$ cat src/rtl/spm_pkg.sv
// spm_pkg: shared constants, widths and types of the substitution pseudocount mixer
// no dependencies
package spm_pkg;

  localparam int MAX_ALPHABET = 32;
  localparam int FRAC_BITS    = 16;

  localparam int IDX_W  = $clog2(MAX_ALPHABET);
  localparam int CNT_W  = IDX_W + 1;
  localparam int VAL_W  = 16;
  localparam int ADDR_W = 2 * IDX_W;
  localparam int DEPTH  = MAX_ALPHABET * MAX_ALPHABET;
  localparam int F_W    = FRAC_BITS + 1;
  localparam int ACC_W  = VAL_W + F_W + IDX_W;
  localparam int S_W    = ACC_W - FRAC_BITS;
  localparam int P1_W   = 2 * F_W;
  localparam int P2_W   = VAL_W + S_W;
  localparam int SUM_W  = ((P1_W > P2_W) ? P1_W : P2_W) + 1;
  localparam int M_W    = SUM_W - FRAC_BITS;
  localparam int T_W    = M_W + IDX_W;
  localparam int N_W    = M_W + FRAC_BITS + 1;
  localparam int Q_W    = FRAC_BITS + 1;
  localparam int QCNT_W = $clog2(Q_W + 1);

  localparam logic [F_W-1:0]   ONE_VAL   = F_W'(1) << FRAC_BITS;
  localparam logic [CNT_W-1:0] ALPHA_RST = CNT_W'(20);
  localparam logic [CNT_W-1:0] ALPHA_MAX = CNT_W'(MAX_ALPHABET);

  typedef enum logic [1:0] {
    ACT_LOAD    = 2'd0,
    ACT_COLUMN  = 2'd1,
    ACT_RESIDUE = 2'd2,
    ACT_NONE    = 2'd3
  } action_t;

  typedef struct packed {
    logic shift;
    logic clear;
  } cell_ctl_t;

endpackage

$ cat src/rtl/spm_cell.sv
// spm_cell: one column cell, holds one frequency and passes it to its neighbor on shift
// depends on spm_pkg
module spm_cell (
  input  logic                    clk,
  input  logic                    rst_n,
  input  spm_pkg::cell_ctl_t      ctl,
  input  logic                    load_en,
  input  logic [spm_pkg::F_W-1:0] load_val,
  input  logic [spm_pkg::F_W-1:0] shift_in,
  output logic [spm_pkg::F_W-1:0] val
);
  logic [spm_pkg::F_W-1:0] val_r, val_nxt;

  always_comb begin
    val_nxt = val_r;
    if (ctl.clear) begin
      val_nxt = '0;
    end else if (ctl.shift) begin
      val_nxt = shift_in;
    end else if (load_en) begin
      val_nxt = load_val;
    end
  end

  always_ff @(posedge clk) begin
    if (!rst_n) begin
      val_r <= '0;
    end else begin
      val_r <= val_nxt;
    end
  end

  assign val = val_r;
endmodule

$ cat config.mk
export PLATFORM = sky130hd
export DESIGN_NAME = spm_cell
export DESIGN_NICKNAME = d
export VERILOG_FILES = /design/src/rtl/spm_pkg.sv /design/src/rtl/spm_cell.sv
export SDC_FILE = /design/constraint.sdc
export NUM_CORES = 1
export LEC_CHECK = 0
export BUFFER_PORTS_ARGS = -buffer_cell sky130_fd_sc_hd__clkbuf_2
export CORE_UTILIZATION = 36
export DETAILED_ROUTE_END_ITERATION = 16
export GPL_TIMING_DRIVEN = 0
export PLACE_DENSITY_LB_ADDON = 0.15
export SLEW_MARGIN = 10
export SYNTH_ARGS = -nofsm -noshare
export SYNTH_HDL_FRONTEND = slang
export SYNTH_SLANG_ARGS = --single-unit
$ cat constraint.sdc
create_clock -name clk -period 0.8 [get_ports clk]
set_input_delay 0.08 -clock clk [delete_from_list [all_inputs] [get_ports clk]]
set_output_delay 0.08 -clock clk [all_outputs]
set_load 0.02 [all_outputs]
Word-level counts from Yosys, hierarchy flattened
Cells that the tools add are included.

operators by class
  muxes and demuxes = 2
  bitwise logic cells = 1
  reductions and logical operators = 2

operator list
  operator            count
  2-to-1 mux 17 bit   2
  nonzero test 2 bit  1
  OR reduction 2 bit  1
  inverter 1 bit      1

storage, ports and cells
  register bits after elaboration = 17
  bits of input ports = 39
  output and inout port bits = 17
  word-level logic and storage cells = 6

Logic depth before layout (Yosys ltp)
Gate-level depths: netlist (run 1).

  depth in word-level cells = 2
  mapped depth = 4
  mapped depth without buffers = 2

Worst setup path before layout (run 1)
No wires, ideal clock.

  path kind = register -> register
  from = register val[11] (netlist name)
  to = register val_r (netlist bit val[11])
  setup time = 0.079 ns
  arrival = 0.724 ns
  data required time = 0.721 ns
  path slack = -0.003 ns
  cell stages (with the launch flop) = 3
  buffers on the path = 0
  period minus slack after synthesis = 0.803 ns
  path through = dfxtp_1 mux2i_1 a211oi_2

RTL lines
  what                    RTL line        source
  end signal: assignment  spm_cell.sv:29  val_r <= val_nxt;
  end: declaration        spm_cell.sv:12  logic [spm_pkg::F_W-1:0] val_r, val_nxt;

Worst setup path after layout (run 1)
  from = register val_r (netlist bit val[1])
  to = output val[1] in the netlist's numbering

RTL lines
  what              RTL line        source
  end: declaration  spm_cell.sv:10  output logic [spm_pkg::F_W-1:0] val

No word-level cell between the ends.

==> results of run 1 <==
## power by group through the flow
stage	Combinational, mW	Sequential (mW)	Clock (mW)
2_1_floorplan	0.169	0.980	0
3_3_place_gp	0.377	0.927	0
3_5_place_dp	0.384	0.928	0
4_1_cts	0.447	0.923	0.468
5_1_grt	0.517	0.939	0.523
6_report	0.478	0.933	0.455
## Yosys cell counts, drive strengths merged
| master | instances | area [um^2] |
|---|---|---|
| a211oi | 17 | 133 |
| dfxtp | 17 | 340 |
| mux2i | 17 | 170 |
| nor2b | 17 | 106 |
| buf | 5 | 46.3 |
| clkbuf | 1 | 3.75 |
| inv | 1 | 3.75 |
| nand2b | 1 | 6.26 |
## worst min-delay path by stage
| stage | startpoint | end | slack (ns) |
|---|---|---|---|
| final | shift_in[10] | val[10] | 0.05 |
| after global routing | shift_in[4] | val[4] | 0.03 |
| after CTS | shift_in[9] | val[9] | 0.04 |
| after detailed placement | shift_in[11] | val[11] | 0.37 |
| after global placement | shift_in[9] | val[9] | 0.36 |
| after floorplan | shift_in[11] | val[11] | 0.27 |
## kinds of logic (layout without fill, tap and decap cells)
| group | Yosys count | in the layout | share of synthesized area, % |
|---|---|---|---|
| mux | 17 | 17 | 21.0 |
| simple gates | 18 | 18 | 13.9 |
| compound gates | 17 | 17 | 16.4 |
| flops | 17 | 17 | 42.0 |
| buf+inv | 7 | 69 | 6.64 |
## cell type report
class	instances	area, um^2
clock inverters	1	5.00
fillers	177	674
plain buffers	6	50.0
inverters	1	3.75
flip-flops and latches	17	362
multi-input cells	52	420
well taps	27	33.8
clock buffers	3	22.5
repair buffers	58	470
## through the flow
stage / instances / setup slack [ns] / utilization (%)
floorplan: 76 / 0.00116 / -
global placement: 157 / -0.163 / 54.6
detailed placement: 157 / -0.182 / 54.6
CTS: 161 / -0.0782 / 64.2
global route: 165 / -0.0953 / 67.0
finish: 165 / -0.0521 / 67.0
## worst register-to-register path, stage by stage (launching register included)
cell      delay, ns
dfxtp_2        0.36
buf_4          0.10
mux2i_1        0.05
a211oi_1       0.19
## repair_timing
item / CTS / global route
gates resized for setup: 49 / 18
setup buffers: 0 / 4
pin swaps: 0 / 7
hold buffers: 0 / 0
cloned: 0 / 0
endpoints found under the setup margin: 17 / 18
## routing by layer
metal,GRT usage [%],vias to the layer above
met3,4.67,5
met4,8.57,0
met5,0,-
met2,31.1,27
li1,-,399
met1,21.1,361
==> summary.md, run 1 <==
| Metric | Value |
|---|---|
| Failing checks | `negative setup slack` |
| Worst-path clk slew | `0.10 ns` |
| Sw frac | `27.1%` |
| CTS buffer count | `3` |
| Met3 Wirelength | `106 um` |
| Worst-path cell with the longest stage delay | `dfxtp_2` |
| Synthesized area | `810 um^2` |
| Critical path, cell by cell | `buf_8` |
| Max FFs per register | `17` |
| Final nets | `178` |
| Post-synthesis sequential area ratio | `42.0%` |
| Arr. time, crit path | `0.77 ns` |
| Setup WS post-layout | `-0.0521 ns` |
| Max H-tree Level | `1` |
| Detailed Routing Iterations Pass 1 | `2` |
| WHS Path Cells | `3` |
| Logic pwr share | `25.6%` |
| CTS tree | `yes` |
| Min Tclk post-route | `0.852 ns` |
| Routed len/inst | `12.5 um` |
| DR iter-0 viols | `4` |
| Fin Hold WS | `0.0468 ns` |
| Hpwl dp | `1410 um` |
| P&R area growth vs syn | `68.9%` |
| Yosys cell types | `11` |
| Setup CP Type | `flop to primary output` |
| Die Height | `49.4 um` |
| Reg2reg start | `val[7]` |
| Leakage | `0.651 nW` |
| Max Cap Viol | `0` |
| Crit. End Element | `primary output` |
| Fin crit share | `107%` |
| Yosys reg bits | `17` |
| Seq pwr share | `50.0%` |
| Worst setup SP type | `flop` |
| Top Metal Used | `met4` |
| Crit path max-delay family | `flip-flops` |
| Post-Layout Inst Area | `1370 um^2` |
| Post-Synthesis Cells | `76` |
| FMAX | `1170 MHz` |
| Port-buffer cells | `54` |
| Met2 wire length | `1040 um` |
| Net Switching | `505 uW` |
| Ant. Diodes | `0` |
| Residual DRC | `0` |
| RSZ-0062 raised after global routing | `yes` |
| Cell area power density | `1360 nW/um^2` |
| Worst r2r path cells | `3` |
| Post-Route M1 WL | `884 um` |
| Crit-path max FO | `2` |
| Post-Route WL | `2070 um` |
| Max incr delay on CP | `0.36 ns` |
| Critical path required time | `0.72 ns` |
| DIE WIDTH | `49.4 um` |
| Vias in the first global route | `794` |
| Crit path launch | `val[1]` |
| CP Capture Point | `val[1]` |
| Hold WC Path Type | `input port to flop` |
| Syn avg cell area | `10.7 um^2` |
| Final Setup Violations | `17` |
| Initial antenna violation count | `0` |
| Final Slew Violations | `0` |
| Vias after detailed routing | `792` |
| Reg-to-Reg End | `val[7]` |
| Worst-Margin Slew | `0.334 ns` |
| Commonest non-fill, non-tap cells in the layout | `37 x clkbuf_2, 17 x mux2i_1, 17 x nor2b_1, 17 x buf_8, 17 x dfxtp_2` |
| Clock skew | `0 ns` |
| Buf/Inv on CP | `1` |
| Final ANT Viol Nets | `0` |
| Starting density of the core | `39.6%` |
| Clk sink count | `17` |
| Clk_lat worst skew | `0.28 ns` |
| Syn Nets | `115` |
| R2R setup slack | `0.02 ns` |
| Largest net degree at the start of global routing | `11` |
| Clock root buffer | `clkbuf_4` |
| DP Area | `1110 um^2` |
| Number of top-level pins | `56` |
| Overall routing resource usage | `18.2%` |
| Row cnt | `16` |
| Overflow after GRT | `0` |
| Synthesis warning total | `0` |
| VDD IR-drop max | `1.03 mV` |
| Core area | `2040 um^2` |
| Clock tree buffer depth | `2` |
| Slew headroom | `77.7%` |
| Final TNS setup | `-0.609 ns` |
| Int Power | `1.36 mW` |
| Placer congestion estimate | `0.669` |
| Global-route wire length before repair | `3360 um` |
| Power share of the clock group | `24.4%` |
| Final hold violations | `0` |
| Via-to-Cell Ratio | `4.80` |
| Die area | `2440 um^2` |
| Layout cells sized above 1 | `63.0%` |
| Outcome | `complete, but fails checks` |
| Final Total Pwr | `1.87 mW` |
| Leading cell type in the layout, fill and taps excluded | `clkbuf_2` |
| Stages on worst setup path | `1` |
Power figures use the tool's default switching activity.
==> run 2, diff against run 1 <==
- PLACE_DENSITY: not set -> 0.74
- PLACE_DENSITY_LB_ADDON: 0.15 -> not set
==> run 2 against run 1 <==
  * Highest routed layer unchanged
  * Maximum frequency rose by 1.0%
  * Total power about the same
  * Non-clock buffer count is 1 higher
  * Clock power down 2%
  * The flow still finishes with violations (negative setup slack)
  * Die area unchanged
  * Design area rose by 1.1%
  * Sequential cell count unchanged
  * Largest cell class unchanged
  * Worst setup slack gained 0.0088 ns
==> summary.md, run 2 (same netlist as run 1, synthesis figures left out) <==
| Metric | Value |
|---|---|
| Max FFs per register | `17 (unchanged)` |
| Placer congestion estimate | `0.751 (+12%)` |
| VDD IR-drop max | `0.779 mV (-24%)` |
| Critical path, cell by cell | `buf_8` |
| Final nets | `179 (+0.56%)` |
| Arr. time, crit path | `0.76 ns (about the same)` |
| Clock tree buffer depth | `2 (unchanged)` |
| DR iter-0 viols | `6 (+2)` |
| Layout cells sized above 1 | `63.3% (+0.27 points)` |
| Crit-path max FO | `2 (unchanged)` |
| Failing checks | `negative setup slack` |
| Met3 Track Usage GR | `5.61% (+0.93 points)` |
| Hpwl dp | `1520 um (+8.2%)` |
| Ant. Diodes | `0 (unchanged)` |
| Clock skew | `0 ns (unchanged)` |
| Die Height | `49.4 um (unchanged)` |
| Max H-tree Level | `1 (unchanged)` |
| Post-Layout Inst Area | `1380 um^2 (+1.1%)` |
| Post-Route WL | `2140 um (+3.6%)` |
| Starting density of the core | `39.6% (unchanged)` |
| Final Setup Violations | `17 (unchanged)` |
| Global-route wire length before repair | `3310 um (-1.6%)` |
| Clock root buffer | `clkbuf_4` |
| Final hold violations | `0 (unchanged)` |
| Hold WC Path Type | `input port to flop` |
| Number of top-level pins | `56 (unchanged)` |
| Max incr delay on CP | `0.37 ns (about the same)` |
| Outcome | `complete, but fails checks` |
| RSZ-0062 raised after global routing | `yes` |
| Final core utilization | `67.7% (+0.74 points)` |
| Max Cap Viol | `0 (unchanged)` |
| Core area | `2040 um^2 (unchanged)` |
| Leading cell type in the layout, fill and taps excluded | `clkbuf_2` |
| Leakage | `0.655 nW (+0.64%)` |
| Worst-path clk slew | `0.09 ns (about the same)` |
| Vias after detailed routing | `785 (-0.88%)` |
| Most Crowded Layer GR | `met2` |
| Row cnt | `16 (unchanged)` |
| Min Tclk post-route | `0.843 ns (-0.00881 ns)` |
| Met1 Resource Use GR | `18.6% (-2.4 points)` |
| Final Slew Violations | `0 (unchanged)` |
| Cell area power density | `1350 nW/um^2 (-1.1%)` |
| Die area | `2440 um^2 (unchanged)` |
| Setup CP Type | `flop to primary output` |
| Detailed Routing Iterations Pass 1 | `4 (+2)` |
| Layout fillers | `178 (+0.56%)` |
| DIE WIDTH | `49.4 um (unchanged)` |
| Buf/Inv on CP | `1 (unchanged)` |
| Worst setup SP type | `flop` |
| P&R area growth vs syn | `70.8%` |
| Met2 Use GR | `33.8% (+2.7 points)` |
| Fin crit share | `105% (-1.1 points)` |
| Initial antenna violation count | `0 (unchanged)` |
| Overflow after GRT | `0 (unchanged)` |
| Clk sink count | `17 (unchanged)` |
| Clk_lat worst skew | `0.28 ns (about the same)` |
| Setup WS post-layout | `-0.0433 ns (+0.00881 ns)` |
| Via-to-Cell Ratio | `4.73 (-1.5%)` |
| CTS tree | `yes` |
| Final ANT Viol Nets | `0 (unchanged)` |
| Residual DRC | `0 (unchanged)` |
| Port-buffer cells | `54 (unchanged)` |
| Overall routing resource usage | `18.2% (-0.053 points)` |
| Vias in the first global route | `806 (+1.5%)` |
| DP Area | `1110 um^2 (unchanged)` |
| CTS Hold Bufs | `0 (unchanged)` |
| Worst-Margin Slew | `0.309 ns (-0.0253 ns)` |
| Slew headroom | `79.4% (+1.7 points)` |
| CTS buffer count | `3 (unchanged)` |
| Worst-path cell with the longest stage delay | `dfxtp_2` |
| Crit path max-delay family | `flip-flops` |
| Largest net degree at the start of global routing | `11 (unchanged)` |
| Crit. End Element | `primary output` |
| Commonest non-fill, non-tap cells in the layout | `37 x clkbuf_2, 17 x mux2i_1, 17 x nor2b_1, 17 x buf_8, 17 x dfxtp_2` |
| FMAX | `1190 MHz (+1.0%)` |
| Routed len/inst | `12.9 um (+3.0%)` |
| Critical path required time | `0.72 ns (about the same)` |
==> run 2: path summary, 6_finish.rpt <==
path | start | to | slack, ns | cells past startpoint
hold / removal | shift_in[9] | val[9] | 0.06 | 3
setup / recovery | val[13] | val[13] | -0.04 | 1
hold reg to reg | val[10] | val[10] | 0.57 | 2
setup reg to reg | val[2] | val[2] | 0.01 | 3
==> run 2: cell type report <==
class / instances / area (um^2) / area share (%)
well taps: 27 / 33.8 / 2.44
clock buffers: 4 / 26.3 / 1.90
inverters: 1 / 3.75 / 0.271
multi-input cells: 52 / 425 / 30.8
repair buffers: 59 / 482 / 34.8
flip-flops and latches: 17 / 362 / 26.2
plain buffers: 6 / 50.0 / 3.62
==> run 2: power breakdown <==
group          internal, mW  total (mW)  switching, mW
sequential            0.897       0.935         0.0377
combinational         0.283       0.488          0.205
clock                 0.194       0.444          0.250
total                  1.37        1.87          0.493
==> run 2: what timing repair did <==
action / CTS / global route
gates resized for setup: 50 / 20
pin swaps: 1 / 8
cloned: 0 / 0
buffers inserted: 1 / 4
setup endpoints to repair: 17 / 21
hold endpoints to repair: 0 / 0
==> run 2: through the flow <==
step	std cells	power [mW]	setup TNS (ns)	worst slack, ns	hold WS, ns
floorplan	76	1.15	0	0.00116	0.269
global placement	157	1.30	-1.32	-0.140	0.362
detailed placement	157	1.31	-1.47	-0.167	0.368
CTS	162	1.84	-0.933	-0.0619	0.0490
global route	166	1.98	-1.43	-0.0850	0.0381
finish	166	1.87	-0.496	-0.0433	0.0573
==> run 2: layer usage <==
metal  vias up  part of all wire [%]
met5         -                     0
met4         0                   1.3
met3         2                   3.6
met2        20                    57
met1       359                    38
li1        404                     -
