[src/rtl/spm_pkg.sv]
// spm_pkg: shared constants, widths and types of the substitution pseudocount mixer
// no dependencies
package spm_pkg;

  localparam int MAX_ALPHABET = 32;
  localparam int FRAC_BITS    = 16;

  localparam int IDX_W  = $clog2(MAX_ALPHABET);
  localparam int CNT_W  = IDX_W + 1;
  localparam int VAL_W  = 16;
  localparam int ADDR_W = 2 * IDX_W;
  localparam int DEPTH  = MAX_ALPHABET * MAX_ALPHABET;
  localparam int F_W    = FRAC_BITS + 1;
  localparam int ACC_W  = VAL_W + F_W + IDX_W;
  localparam int S_W    = ACC_W - FRAC_BITS;
  localparam int P1_W   = 2 * F_W;
  localparam int P2_W   = VAL_W + S_W;
  localparam int SUM_W  = ((P1_W > P2_W) ? P1_W : P2_W) + 1;
  localparam int M_W    = SUM_W - FRAC_BITS;
  localparam int T_W    = M_W + IDX_W;
  localparam int N_W    = M_W + FRAC_BITS + 1;
  localparam int Q_W    = FRAC_BITS + 1;
  localparam int QCNT_W = $clog2(Q_W + 1);

  localparam logic [F_W-1:0]   ONE_VAL   = F_W'(1) << FRAC_BITS;
  localparam logic [CNT_W-1:0] ALPHA_RST = CNT_W'(20);
  localparam logic [CNT_W-1:0] ALPHA_MAX = CNT_W'(MAX_ALPHABET);

  typedef enum logic [1:0] {
    ACT_LOAD    = 2'd0,
    ACT_COLUMN  = 2'd1,
    ACT_RESIDUE = 2'd2,
    ACT_NONE    = 2'd3
  } action_t;

  typedef struct packed {
    logic shift;
    logic clear;
  } cell_ctl_t;

endpackage

[src/rtl/spm_div.sv]
// spm_div: restoring divider, one quotient bit per cycle, for the normalization
// depends on spm_pkg
module spm_div (
  input  logic                       clk,
  input  logic                       rst_n,
  input  logic                       start,
  input  logic [spm_pkg::N_W-1:0]    num,
  input  logic [spm_pkg::T_W-1:0]    den,
  output logic                       done,
  output logic [spm_pkg::Q_W-1:0]    quot
);
  logic                        busy_r, busy_nxt;
  logic                        done_r, done_nxt;
  logic [spm_pkg::QCNT_W-1:0]  cnt_r, cnt_nxt;
  logic [spm_pkg::T_W-1:0]     rem_r, rem_nxt;
  logic [spm_pkg::Q_W-1:0]     lo_r, lo_nxt;
  logic [spm_pkg::Q_W-1:0]     q_r, q_nxt;
  logic [spm_pkg::T_W:0]       rem2;
  logic                        ge;

  assign rem2 = {rem_r, lo_r[spm_pkg::Q_W-1]};
  assign ge   = rem2 >= {1'b0, den};

  always_comb begin
    busy_nxt = busy_r;
    done_nxt = 1'b0;
    cnt_nxt  = cnt_r;
    rem_nxt  = rem_r;
    lo_nxt   = lo_r;
    q_nxt    = q_r;
    if (start) begin
      busy_nxt = 1'b1;
      cnt_nxt  = spm_pkg::QCNT_W'(spm_pkg::Q_W);
      // quotient fits Q_W bits, so the high part is already below den
      rem_nxt  = spm_pkg::T_W'(num[spm_pkg::N_W-1:spm_pkg::Q_W]);
      lo_nxt   = num[spm_pkg::Q_W-1:0];
      q_nxt    = '0;
    end else if (busy_r) begin
      rem_nxt = ge ? spm_pkg::T_W'(rem2 - {1'b0, den}) : spm_pkg::T_W'(rem2);
      lo_nxt  = {lo_r[spm_pkg::Q_W-2:0], 1'b0};
      q_nxt   = {q_r[spm_pkg::Q_W-2:0], ge};
      cnt_nxt = cnt_r - spm_pkg::QCNT_W'(1);
      if (cnt_r == spm_pkg::QCNT_W'(1)) begin
        busy_nxt = 1'b0;
        done_nxt = 1'b1;
      end
    end
  end

  always_ff @(posedge clk) begin
    if (!rst_n) begin
      busy_r <= 1'b0;
      done_r <= 1'b0;
      cnt_r  <= '0;
    end else begin
      busy_r <= busy_nxt;
      done_r <= done_nxt;
      cnt_r  <= cnt_nxt;
    end
    rem_r <= rem_nxt;
    lo_r  <= lo_nxt;
    q_r   <= q_nxt;
  end

  assign done = done_r;
  assign quot = q_r;
endmodule

[config.mk]
export PLATFORM = sky130hd
export DESIGN_NAME = spm_div
export DESIGN_NICKNAME = d
export VERILOG_FILES = /design/src/rtl/spm_pkg.sv /design/src/rtl/spm_div.sv
export SDC_FILE = /design/constraint.sdc
export NUM_CORES = 1
export LEC_CHECK = 0
export BUFFER_PORTS_ARGS = -buffer_cell sky130_fd_sc_hd__clkbuf_2
export CAP_MARGIN = 25
export CELL_PAD_IN_SITES_DETAIL_PLACEMENT = 1
export CELL_PAD_IN_SITES_GLOBAL_PLACEMENT = 1
export CORE_MARGIN = 1
export CORE_UTILIZATION = 40
export DETAILED_ROUTE_END_ITERATION = 12
export GPL_TIMING_DRIVEN = 0
export PLACE_DENSITY = 0.76
export SLEW_MARGIN = 10
export SYNTH_ARGS = -nofsm -noshare
export SYNTH_HDL_FRONTEND = slang
export SYNTH_SLANG_ARGS = --single-unit
[constraint.sdc]
create_clock -name clk -period 8.84 [get_ports clk]
set_input_delay 2.21 -clock clk [delete_from_list [all_inputs] [get_ports clk]]
set_output_delay 2.21 -clock clk [all_outputs]
set_load 0.05 [all_outputs]
# After elaboration in Yosys (flattened, before gate mapping)
# Index checks and enable logic that the tools add are counted.
[totals]
in_bits = 71
reg_bits = 69
word_cells = 28
[classes]
reduce_logical = 3
mux = 11
n_eq_ne = 1
order_cmp = 1
add_sub_neg = 2
bitwise_logic = 2
[op_table]
columns = ["cell", "count"]
rows = [
  ["$mux W23", 2],
  ["$mux W17", 2],
  ["$ge A29 B28 Y1", 1],
  ["$mux W28", 1],
  ["$sub A28 B28 Y28", 1],
  ["$mux W5", 2],
  ["$eq A5 B1 Y1 const B", 1],
  ["$sub A5 B1 Y5 const B", 1],
  ["$mux W1", 4],
  ["$reduce_or A3 Y1", 1],
  ["$not A1 Y1", 2],
  ["$reduce_bool A2 Y1", 1],
  ["$reduce_or A2 Y1", 1],
]

# Logic depth before layout (Yosys ltp)
# Gate-level depths: netlist of run 1.
[depth]
word_depth = 4
mapped_depth = 13

# Worst setup path before layout of run 1
# OpenSTA, ideal clock, no wires.
[synth_timing]
kind = "input-to-reg"
from = "in den[0] (netlist bit)"
to = "reg rem_r[22] (netlist bit) (data pin)"
required_time_ns = 8.579
slack_ns = 3.695
stages = 12
path_buffers = 0
t_arrival_ns = 4.884
setup_ns = 0.261
path_cell_list = "ha_1 inv_1 fa_1 a21o_1 a21o_1 a2111oi_4 o41ai_2 a311oi_4 o21ai_2 a311oi_2 nor3b_1 o32a_1"
[synth_between]
elab_chain_len = 4
[synth_lines]
columns = ["element", "line", "rtl"]
rows = [
  ["from (decl)", "spm_div.sv:8", "input logic [spm_pkg::T_W-1:0] den,"],
  ["$sub A28 B28 Y28 / $ge A29 B28 Y1 (equally long branches)", "spm_div.sv:39, spm_div.sv:22", ""],
  ["$mux W28 *", "spm_div.sv:39", "rem_nxt = ge ? spm_pkg::T_W'(rem2 - {1'b0, den}) : spm_pkg::T_W'(rem2);"],
  ["$mux W23 *", "spm_div.sv:38", "end else if (busy_r) begin"],
  ["$mux W23 *", "spm_div.sv:31", "if (start) begin"],
  ["named net rem_nxt, one bit", "spm_div.sv:15", "logic [spm_pkg::T_W-1:0] rem_r, rem_nxt;"],
  ["to (signal assigned)", "spm_div.sv:60", "rem_r <= rem_nxt;"],
  ["to (decl)", "spm_div.sv:15", ""],
]
# The timed path passes the listed nets; every way through them passes the cells marked *. The select of a mux whose other input is x is not followed.
# A chain may end at the register's enable or synchronous reset.

# Worst setup path after layout of run 1
# Ends and elaborated chain as after synthesis.

==> results of run 1 <==
[flip-flops by register name, summed over array words and instances (netlist names)]
signal,count
busy_r,1
cnt_r,5
lo_r,17
done,1
quot,17
rem_r,28
[per-layer routing]
metal / vias up / routed length [µm] / global-route usage
li1: 1966 / - / -
met1: 1901 / 5540 / 0.282
met2: 82 / 5910 / 0.380
met3: 14 / 677 / 0.0538
met4: 0 / 167 / 0.0657
met5: - / 0 / 0
[path summary, 6_finish.rpt]
check	startpoint	to	slack [ns]
worst max register to register	lo_r[16]	rem_r[22]	5.07
worst min-delay path	cnt_r[1]	cnt_r[1]	0.50
worst min register to register	cnt_r[1]	cnt_r[1]	0.50
worst max-delay path	den[0]	rem_r[22]	3.53
[metrics by stage]
stage | total power, mW | worst slack (ns) | util | hold WS (ns)
floorplan | 0.627 | 3.70 | - | 0.469
global placement | 0.700 | 3.23 | 0.473 | 0.476
detailed placement | 0.711 | 3.20 | 0.475 | 0.493
CTS | 1.08 | 3.54 | 0.502 | 0.499
global route | 1.13 | 3.39 | 0.502 | 0.543
finish | 1.07 | 3.53 | 0.502 | 0.499
[cell type report]
| type | instances | area, µm² | share of cell area |
|---|---|---|---|
| clock inverter | 6 | 51.3 | 0.00926 |
| inverter | 40 | 150 | 0.0271 |
| sequential | 69 | 1780 | 0.322 |
| clock buffer | 10 | 250 | 0.0452 |
| buffer | 21 | 88.8 | 0.0160 |
| tap | 140 | 175 | 0.0316 |
| timing repair buffer | 88 | 455 | 0.0822 |
| multi-input combinational | 362 | 2580 | 0.467 |
[logic make-up (layout without fill, tap and decap cells)]
| kind of cell | Yosys count | in the layout | synth area share |
|---|---|---|---|
| DFF | 69 | 69 | 0.387 |
| and+or+nand+nor | 129 | 129 | 0.128 |
| buffers and inverters | 61 | 165 | 0.0519 |
| muxes | 52 | 52 | 0.117 |
| xor gates and xnor gates | 24 | 24 | 0.0457 |
| adders and majority gates | 31 | 31 | 0.0859 |
| AOI/OAI and AO/OA | 126 | 126 | 0.184 |
[critical path, cell delays in order]
cell                        delay (ns)
sky130_fd_sc_hd__clkbuf_2         0.10
sky130_fd_sc_hd__ha_1             0.18
sky130_fd_sc_hd__inv_1            0.06
sky130_fd_sc_hd__fa_1             0.40
sky130_fd_sc_hd__a21o_1           0.20
sky130_fd_sc_hd__a21o_1           0.24
sky130_fd_sc_hd__a2111oi_4        0.39
sky130_fd_sc_hd__o41ai_2          0.17
sky130_fd_sc_hd__a311oi_4         0.47
sky130_fd_sc_hd__o21ai_2          0.16
sky130_fd_sc_hd__a311oi_2         0.36
sky130_fd_sc_hd__nor3b_1          0.09
sky130_fd_sc_hd__o32a_1           0.35
[synth_stat cells (3+ instances only)]
master / instances / area [µm²]
sky130_fd_sc_hd__o21a_1: 4 / 30.0
sky130_fd_sc_hd__a31oi_1: 6 / 37.5
sky130_fd_sc_hd__and3_1: 5 / 31.3
sky130_fd_sc_hd__o21ai_0: 40 / 200
sky130_fd_sc_hd__mux2i_1: 36 / 360
sky130_fd_sc_hd__a21boi_0: 3 / 22.5
sky130_fd_sc_hd__nand3_1: 7 / 35.0
sky130_fd_sc_hd__a21oi_1: 29 / 145
sky130_fd_sc_hd__buf_1: 3 / 11.3
sky130_fd_sc_hd__inv_1: 39 / 146
sky130_fd_sc_hd__mux2_2: 16 / 180
sky130_fd_sc_hd__xor2_1: 12 / 105
sky130_fd_sc_hd__nand2b_1: 4 / 25.0
sky130_fd_sc_hd__nor3_1: 8 / 40.0
sky130_fd_sc_hd__nand2_1: 48 / 180
sky130_fd_sc_hd__o21bai_1: 5 / 37.5
sky130_fd_sc_hd__clkbuf_1: 14 / 52.6
sky130_fd_sc_hd__nor2b_1: 6 / 37.5
sky130_fd_sc_hd__ha_1: 30 / 375
sky130_fd_sc_hd__dfxtp_1: 29 / 581
sky130_fd_sc_hd__nor2_1: 37 / 139
sky130_fd_sc_hd__a21o_1: 17 / 128
sky130_fd_sc_hd__edfxtp_1: 40 / 1200
sky130_fd_sc_hd__xnor2_1: 12 / 105
sky130_fd_sc_hd__a311oi_1: 3 / 26.3
[power breakdown]
group | total [mW] | internal [mW] | switching (mW) | leakage, nW
registers | 0.390 | 0.375 | 0.0155 | 0.640
logic | 0.318 | 0.136 | 0.182 | 1.70
clock network | 0.365 | 0.212 | 0.153 | 0.147
total | 1.07 | 0.722 | 0.351 | 2.48
==> Flow_metrics.wiki, run 1 <==
{| class="wikitable"
! Metric !! Value
|-
| Status || finished clean
|-
| Diode insertion count for antenna repair || 0
|-
| Worst-path fanout max || 5
|-
| Post-synthesis sequential area ratio || 0.387
|-
| Starting Density || 0.417
|-
| Std-Cell Rows || 38
|-
| Critical Path Sink Type || flop
|-
| Final max-slew violation count || 0
|-
| Cells on worst reg2reg path || 13
|-
| RSZ-0062 raised after global routing || no
|-
| Kind of critical path || input pin to flop
|-
| Drt wl/cell || 16.7 µm
|-
| Post-cts hold buffer count || 0
|-
| Placer Congestion || 0.836
|-
| Die Y-Extent || 109 µm
|-
| Pre-antenna DRT Iters || 4
|-
| Count of flip-flops with a built-in enable after synthesis || 40
|-
| Reg clk slew, reported paths || about 0.060 ns
|-
| CTS root buffer || sky130_fd_sc_hd__clkbuf_16
|-
| Post-CTS sizing || 0
|-
| Maximum frequency from static timing analysis || about 190 MHz
|-
| Global router's overall resource usage || 0.224
|-
| Post-route non-filler standard cell count || around 740
|-
| Antenna violations before repair || 0
|-
| Clock tree from TritonCTS || built
|-
| Most frequent cells in the layout || 87 x sky130_fd_sc_hd__clkbuf_2, 47 x sky130_fd_sc_hd__nand2_1, 40 x sky130_fd_sc_hd__o21ai_0, 40 x sky130_fd_sc_hd__edfxtp_1, 39 x sky130_fd_sc_hd__inv_1
|-
| Normalized max-slew margin || 0.543
|-
| Inst Count DP || 720
|-
| Number of nets with antenna violations after routing || 0
|-
| Placeable core area || 11,000 µm²
|-
| Hold path depth || 2
|-
| Vias per Instance || 5.38
|-
| Maximum number of pins on one net before global-route repair || 28
|-
| Fill cell instance count of the final layout || 1,331
|-
| Post-CTS repair timing setup buffer count || 0
|-
| Placed standard-cell area || roughly 5200 µm²
|-
| CTS Buffer Depth || 2
|-
| Die ar. || around 12,000 µm²
|-
| Initial detailed-routing violation count || 113
|-
| Number of setup violations in the final report || 0
|-
| Port-buffer cells || between 80 and 90
|-
| Share of synthesized flip-flops with an asynchronous set or reset || 0
|-
| Setup crit start kind || input pin
|-
| Final wirelength || 12.3 mm
|-
| Total Negative Setup Slacks || 0 ns
|-
| Avg Synthesized Cell Area || 9.36 µm²
|-
| Slew at the pin closest to its max-slew limit || 0.685 ns
|-
| Final critical delay including setup and external delays || 5.31 ns
|-
| Max-Cap Viols || 0
|-
| Level count of the clock H-tree || 3
|-
| Type of the most critical hold path || flop to flop
|-
| Largest clock skew in the final design || 0.00592 ns
|-
| Finished Cell Area || 5540 µm²
|-
| Wire length of the first global-routing pass || 20.3 mm
|-
| Total number of vias || about 4,000
|-
| Most common cell after layout, fill and taps aside || sky130_fd_sc_hd__clkbuf_2
|-
| Count of unique library cells instantiated by Yosys || 57
|-
| Worst EP required || 8.93 ns
|-
| Mapped cell area || around 4600 µm²
|-
| I/O Pins || 89
|-
| Total power divided by cell area || 194 nW/µm²
|-
| Area growth, synth to finish || 20.3%
|-
| NumNets Final || 693
|-
| Net count after synthesis || 594
|-
| Worst VDD drop || 107 µV
|-
| Number of standard cells after synthesis || 492
|-
| Via count of the first global-routing pass || ~4,200
|-
| Standby leakage power || 2.48 nW
|-
| Count of clock tree sinks || 69
|-
| Data arrival time of the critical path || 5.39 ns
|-
| Top FF cell, synth || sky130_fd_sc_hd__edfxtp_1
|-
| Fraction of layout instances using a drive strength above 1 || 0.225
|-
| Synth warnings || 0
|-
| Number of buffers created by CTS || 9
|-
| Global-route congestion overflow total || 0
|-
| Final Cycle Share || 0.600
|-
| Source-to-sink clock delay at the later pin of the worst-skew pair || 0.34 ns
|-
| Half-perimeter wire length after detailed placement || 9.59 mm
|-
| Number of synthesized register bits || around 70
|-
| Floorplan die width || 109 µm
|-
| Count of endpoints failing hold in the final timing report || 0
|-
| DRC violations left || 0
|}
No activity file was read; power rests on OpenSTA's default activity.
==> run 2, diff against run 1 <==
- ABC_AREA: unset -> 1
- PLACE_DENSITY: 0.76 -> 0.8
- clock period: 8.84 -> 5.49 ns (I/O delays scaled with it)
==> Flow_metrics.wiki, run 2 <==
{| class="wikitable"
! Metric !! Value
|-
| Status || finished clean
|-
| Vias per Instance || 4.91 (-8.9%)
|-
| Area growth, synth to finish || 19.2%
|-
| Number of nets with antenna violations after routing || 0 (unchanged)
|-
| Data arrival time of the critical path || 3.46 ns (-1.93 ns)
|-
| Most common cell after layout, fill and taps aside || sky130_fd_sc_hd__nand2_1
|-
| Initial detailed-routing violation count || 175 (+55%)
|-
| Fill cell instance count of the final layout || 1,661 (+25%)
|-
| Most area-consuming cells after synthesis || sky130_fd_sc_hd__edfxtp_1 24%, sky130_fd_sc_hd__nand2_1 19%, sky130_fd_sc_hd__dfxtp_1 12%
|-
| Synth warnings || 0 (unchanged)
|-
| Standby leakage power || 3.03 nW (+22%)
|-
| CTS root buffer || sky130_fd_sc_hd__clkbuf_16
|-
| Floorplan die width || 114 µm (+4.4%)
|-
| Combined flip-flop and latch cell area || 1780 µm² (unchanged)
|-
| CTS Buffer Depth || 2 (unchanged)
|-
| Share of the synthesized area in the top cell type || 0.239 (-0.0220)
|-
| Die Y-Extent || 114 µm (+4.4%)
|-
| Post-layout worst setup margin || 2.09 ns (-1.44 ns)
|-
| Total power divided by cell area || 298 nW/µm² (+54%)
|-
| Global router's overall resource usage || 0.256 (+0.0315)
|-
| Placer Congestion || 0.882 (+5.6%)
|-
| Pre-antenna DRT Iters || 4 (unchanged)
|-
| Max stage delay cell, worst path || sky130_fd_sc_hd__ha_1
|-
| Final critical delay including setup and external delays || about 3.4 ns
|-
| Drt wl/cell || 15.3 µm (-8.3%)
|-
| Library cell occupying the most area in the post-synthesis netlist || sky130_fd_sc_hd__edfxtp_1
|-
| Maximum frequency from static timing analysis || 294 MHz
|-
| Critical Path Sink Type || flop
|-
| DRC violations left || 0 (unchanged)
|-
| Wire length of the first global-routing pass || 25.5 mm (+25%)
|-
| Diode insertion count for antenna repair || 0 (unchanged)
|-
| Kind of critical path || input pin to flop
|-
| Cell with the most instances after synthesis || sky130_fd_sc_hd__nand2_1
|-
| Number of standard cells after synthesis || 740 (+50%)
|-
| I/O Pins || 89 (unchanged)
|-
| Count of endpoints failing hold in the final timing report || 0 (unchanged)
|-
| Biggest cell delay along the critical path || 0.36 ns (-0.11 ns)
|-
| Number of setup violations in the final report || 0 (unchanged)
|-
| Most frequent cells in the layout || 251 x sky130_fd_sc_hd__nand2_1, 117 x sky130_fd_sc_hd__inv_1, 88 x sky130_fd_sc_hd__clkbuf_2
|-
| Die ar. || 13,000 µm² (+9.0%)
|-
| NumNets Final || 941 (+36%)
|-
| Fraction of layout instances using a drive strength above 1 || 0.169 (-0.0554)
|-
| Antenna violations before repair || 0 (unchanged)
|-
| Post-CTS repair timing setup buffer count || 0 (unchanged)
|-
| Count of unique library cells instantiated by Yosys || 40 (-30%)
|-
| Starting Density || 0.415 (-0.00223)
|-
| Max-Cap Viols || 0 (unchanged)
|-
| Post-CTS sizing || 0 (unchanged)
|-
| Top FF cell, synth || sky130_fd_sc_hd__edfxtp_1
|-
| Count of clock tree sinks || 69 (unchanged)
|-
| Pre-CTS setup slack || 1.79 ns (-1.42 ns)
|-
| Number of buffers and inverters on the critical path || 4 (+2)
|-
| Total Negative Setup Slacks || 0 ns (unchanged)
|-
| Global-route congestion overflow total || 0 (unchanged)
|-
| Level count of the clock H-tree || 3 (unchanged)
|-
| Worst EP required || 5.55 ns (-3.38 ns)
|-
| Worst VDD drop || 186 µV (+75%)
|-
| Maximum number of pins on one net before global-route repair || 29 (+3.6%)
|-
| Net count after synthesis || 842 (+42%)
|-
| Multi-input gate area || 2670 µm² (+3.4%)
|-
| Crit path top cell by count || sky130_fd_sc_hd__nand2_1
|-
| Register name with the most flops || rem_r
|-
| Clock tree from TritonCTS || built
|-
| Cell-by-cell listing of the critical path || clkbuf_2, inv_1, ha_1, nand2_1, inv_2, a21oi_2, nand2_2, nand2_1, nand2_1, nand2_2, nand3_4, buf_4, o21ai_0, o21ai_1
|-
| Largest clock skew in the final design || 0.00736 ns (+0.00144 ns)
|-
| Setup crit start kind || input pin
|-
| Count of flip-flops with a built-in enable after synthesis || 40 (unchanged)
|-
| Port-buffer cells || 87 (unchanged)
|-
| Final Cycle Share || 0.619
|-
| Kind of cell adding the most delay to the critical path || simple AND/OR/NAND/NOR gates
|-
| Reg clk slew, reported paths || 0.06 ns (about the same)
|-
| Type of the most critical hold path || flop to flop
|-
| Final wirelength || 15.5 mm (+26%)
|-
| Normalized max-slew margin || 0.534 (-0.00923)
|-
| Via count of the first global-routing pass || 5,201 (+23%)
|-
| Mapped cell area || 5030 µm² (+9.2%)
|-
| Post-cts hold buffer count || 0 (unchanged)
|-
| Half-perimeter wire length after detailed placement || 12.7 mm (+32%)
|-
| Std-Cell Rows || 40 (+5.3%)
|-
| Post-synthesis sequential area ratio || 0.354 (-0.0327)
|-
| Avg Synthesized Cell Area || 6.79 µm² (-27%)
|-
| Total number of vias || 4,966 (+25%)
|-
| Number of synthesized register bits || 69 (unchanged)
|-
| Flip-flop count of the largest register after layout || 28 (unchanged)
|-
| RSZ-0062 raised after global routing || no
|-
| Final max-slew violation count || 0 (unchanged)
|-
| Most common library cells after synthesis || 251 x sky130_fd_sc_hd__nand2_1, 117 x sky130_fd_sc_hd__inv_1, 54 x sky130_fd_sc_hd__nor2_1
|-
| Share of synthesized flip-flops with an asynchronous set or reset || 0 (unchanged)
|-
| Source-to-sink clock delay at the later pin of the worst-skew pair || 0.34 ns (about the same)
|-
| Worst-path fanout max || 10 (+5)
|-
| Number of buffers created by CTS || 9 (unchanged)
|-
| Placeable core area || 12,100 µm² (+9.8%)
|-
| Slew at the pin closest to its max-slew limit || 0.699 ns (+0.0139 ns)
|}
==> run 2: cell types whose count changed after synthesis, moves of 16 or more <==
cell,change
sky130_fd_sc_hd__nand2_1,+203
sky130_fd_sc_hd__inv_1,+78
sky130_fd_sc_hd__nor2_1,+17
sky130_fd_sc_hd__o21ai_1,+21
sky130_fd_sc_hd__mux2_2,-16
sky130_fd_sc_hd__mux2i_1,-36
sky130_fd_sc_hd__nand3_1,+30
sky130_fd_sc_hd__a21o_1,-16
==> run 2: power by group <==
group	switching, mW	internal, mW
combinational	0.378	0.204
sequential	0.0231	0.604
clock	0.231	0.349
total	0.632	1.16
==> run 2: per-layer routing <==
layer  up-vias  wire (µm)  GRT usage  share of wire
li1       2548          -          -              -
met1      2312       7370      0.333           0.48
met2        86       7300      0.435           0.47
met3        20        515     0.0386          0.033
met4         0        320     0.0814          0.021
met5         -          0          0              0
==> run 2: cells by family after synthesis <==
logic type	share of synthesized area
AO/OA/AOI/OAI	0.105
flip-flops	0.354
AND/OR/NAND/NOR	0.318
XOR/XNOR	0.0296
buffers and inverters	0.114
adder cells (fa/ha/maj)	0.0786
==> run 2: path summary, 6_finish.rpt <==
| kind | cells past startpoint | end | slack (ns) | from |
|---|---|---|---|---|
| worst max-delay path | 14 | rem_r[11] | 2.09 | den[3] |
| worst min-delay path | 2 | rem_r[24] | 0.48 | rem_r[24] |
| worst max register to register | 12 | rem_r[11] | 2.85 | rem_r[2] |
| worst min register to register | 2 | rem_r[24] | 0.48 | rem_r[24] |
==> run 2: final cells by class <==
cell class / instances / area share
Multi-Input combinational cell: 526 / 0.446
Sequential cell: 69 / 0.297
Inverter: 128 / 0.0802
Timing Repair Buffer: 88 / 0.0760
Clock buffer: 11 / 0.0440
Tap cell: 168 / 0.0351
Buffer: 17 / 0.0154
Clock inverter: 5 / 0.00605
==> run 2: worst min-delay path: cells and delay by family (launching register included) <==
| kind | cells | cell delay [ns] |
|---|---|---|
| DFF | 1 | 0.32 |
| and+or+nand+nor | 2 | 0.11 |
==> run 2: metrics by stage <==
step	power, mW	utilization	hold WS [ns]	area (µm²)	cells
after floorplan	1.04	-	0.449	5030	740
after global placement	1.19	0.468	0.450	5670	995
after detailed placement	1.21	0.470	0.464	5690	996
after CTS	1.81	0.495	0.483	5990	1012
after global routing	1.90	0.495	0.517	5990	1012
final	1.79	0.495	0.476	5990	1012
==> run 3, diff against run 2 <==
- CORE_UTILIZATION: 40 -> 36
- PLACE_DENSITY: 0.8 -> 0.76
- clock period: 5.49 -> 2.77 ns (I/O delays scaled with it)
==> Flow_metrics.wiki, run 3 (synthesis results as in run 2) <==
{| class="wikitable"
! Metric !! Value
|-
| Status || finished clean
|-
| Post-cts hold buffer count || 0 (unchanged)
|-
| Most common cell after layout, fill and taps aside || sky130_fd_sc_hd__nand2_1
|-
| I/O Pins || 89 (unchanged)
|-
| Die ar. || 14,400 µm² (+11%)
|-
| Post-layout worst setup margin || 0.184 ns (-1.91 ns)
|-
| Crit path top cell by count || sky130_fd_sc_hd__nand2_1
|-
| Worst VDD drop || 404 µV (+120%)
|-
| Post-CTS sizing || 0 (unchanged)
|-
| Global router's overall resource usage || 0.229 (-0.0264)
|-
| Type of the most critical hold path || flop to flop
|-
| Final wirelength || 15.4 mm (-0.54%)
|-
| CTS root buffer || sky130_fd_sc_hd__clkbuf_16
|-
| Setup crit start kind || input pin
|-
| Largest clock skew in the final design || 0.00787 ns (+0.000507 ns)
|-
| Half-perimeter wire length after detailed placement || 12.7 mm (+0.26%)
|-
| Critical Path Sink Type || flop
|-
| Fill cell instance count of the final layout || 1,808 (+8.9%)
|-
| Worst-path fanout max || 10 (unchanged)
|-
| NumNets Final || 941 (unchanged)
|-
| Placeable core area || 13,500 µm² (+11%)
|-
| Wire length of the first global-routing pass || 25.7 mm (+0.92%)
|-
| Initial detailed-routing violation count || 209 (+19%)
|-
| Source-to-sink clock delay at the later pin of the worst-skew pair || 0.34 ns (about the same)
|-
| Normalized max-slew margin || 0.540 (+0.00609)
|-
| Antenna violations before repair || 0 (unchanged)
|-
| Via count of the first global-routing pass || 5,326 (+2.4%)
|-
| Cell-by-cell listing of the critical path || clkbuf_2, inv_1, ha_1, nand2_1, inv_2, a21oi_2, nand2_2, nand2_1, nand2_1, nand2_2, nand3_4, buf_4, o21ai_1, o21ai_1
|-
| Clock tree from TritonCTS || built
|-
| Total number of vias || 4,988 (+0.44%)
|-
| RSZ-0062 raised after global routing || no
|-
| Max-Cap Viols || 0 (unchanged)
|-
| Slew at the pin closest to its max-slew limit || 0.690 ns (-0.00913 ns)
|-
| Count of endpoints failing hold in the final timing report || 0 (unchanged)
|-
| Total power divided by cell area || 591 nW/µm² (+98%)
|-
| Number of nets with antenna violations after routing || 0 (unchanged)
|-
| Most frequent cells in the layout || 251 x sky130_fd_sc_hd__nand2_1, 117 x sky130_fd_sc_hd__inv_1, 88 x sky130_fd_sc_hd__clkbuf_2
|-
| Pre-CTS setup slack || -0.273 ns (-2.06 ns)
|-
| Starting Density || 0.374 (-0.0414)
|-
| Number of buffers created by CTS || 9 (unchanged)
|-
| Share of the core filled with cells || 0.447 (-0.0480)
|-
| Count of clock tree sinks || 69 (unchanged)
|-
| Area growth, synth to finish || 19.6%
|-
| Hold path depth || 2 (unchanged)
|-
| Cells on worst reg2reg path || 12 (unchanged)
|-
| Diode insertion count for antenna repair || 0 (unchanged)
|-
| Pre-antenna DRT Iters || 4 (unchanged)
|-
| Level count of the clock H-tree || 3 (unchanged)
|-
| Flip-flop count of the largest register after layout || 28 (unchanged)
|-
| Kind of critical path || input pin to flop
|-
| Final critical delay including setup and external delays || 2.59 ns
|-
| Number of setup violations in the final report || 0 (unchanged)
|-
| Placer Congestion || 0.966 (+9.5%)
|-
| Register name with the most flops || rem_r
|-
| Maximum number of pins on one net before global-route repair || 33 (+14%)
|-
| Floorplan die width || 120 µm (+5.3%)
|-
| Vias per Instance || 4.89 (-0.34%)
|-
| DRC violations left || 0 (unchanged)
|-
| Global-route congestion overflow total || 0 (unchanged)
|-
| CTS Buffer Depth || 2 (unchanged)
|-
| Max stage delay cell, worst path || sky130_fd_sc_hd__ha_1
|-
| Std-Cell Rows || 42 (+5.0%)
|-
| Final Cycle Share || 0.934
|-
| Port-buffer cells || 87 (unchanged)
|-
| Die Y-Extent || 120 µm (+5.3%)
|-
| Reg clk slew, reported paths || 0.06 ns (about the same)
|-
| Worst EP required || 2.84 ns (-2.71 ns)
|-
| Standby leakage power || 3.03 nW (about the same)
|-
| Post-CTS repair timing setup buffer count || 0 (unchanged)
|-
| Fraction of layout instances using a drive strength above 1 || 0.168 (-0.00118)
|-
| Data arrival time of the critical path || 2.65 ns (-0.81 ns)
|-
| Final max-slew violation count || 0 (unchanged)
|-
| Biggest cell delay along the critical path || 0.36 ns (about the same)
|-
| Maximum frequency from static timing analysis || 387 MHz
|-
| Drt wl/cell || 15.1 µm (-1.3%)
|}
[run 3: cell types whose count changed in the layout (fill, tap and decap cells not counted), sizes merged]
cell / change
clkinv: +1
inv: -2
clkbuf: +1
[run 3: critical path: cells and delay by family]
| kind | cells | cell delay [ns] |
|---|---|---|
| fa+ha+maj | 1 | 0.36 |
| buf+inv | 4 | 0.40 |
| simple gates | 6 | 0.71 |
| compound gates | 3 | 0.47 |
[run 3: final timing paths]
path	startpoint	end	slack (ns)
max	den[3]	rem_r[11]	0.18
min	quot[16]	quot[16]	0.47
max reg2reg	rem_r[2]	rem_r[11]	0.26
min reg2reg	quot[16]	quot[16]	0.47
[run 3: through the flow]
stage	setup TNS, ns	area, µm²	hold WS, ns	power, mW	std cells
floorplan	0	5030	0.449	2.06	740
CTS	0	6010	0.476	3.58	1020
global placement	-1.14	5680	0.456	2.36	1003
finish	0	6010	0.466	3.56	1020
detailed placement	-2.06	5700	0.463	2.41	1004
global route	0	6010	0.486	3.77	1020
[run 3: final cells by class]
cell class | instances | area [µm²] | share of cell area
multi-input combinational | 526 | 2670 | 0.445
sequential | 69 | 1780 | 0.296
inverter | 128 | 480 | 0.0799
timing repair buffer | 88 | 455 | 0.0758
clock buffer | 12 | 279 | 0.0464
tap | 176 | 220 | 0.0366
buffer | 17 | 96.3 | 0.0160
clock inverter | 4 | 25.0 | 0.00416
[run 3: routing by layer]
metal | vias to the layer above | wire length [µm] | global-route usage
met4 | 0 | 240 | 0.0672
met3 | 18 | 550 | 0.0354
met2 | 92 | 7330 | 0.396
met1 | 2341 | 7300 | 0.293
li1 | 2537 | - | -
met5 | - | 0 | 0
[run 3: power by group]
part / leakage, nW / total [mW] / internal (mW) / switching, mW
Combinational: 2.23 / 1.16 / 0.406 / 0.753
Sequential: 0.644 / 1.24 / 1.20 / 0.0443
Clock: 0.154 / 1.16 / 0.715 / 0.441
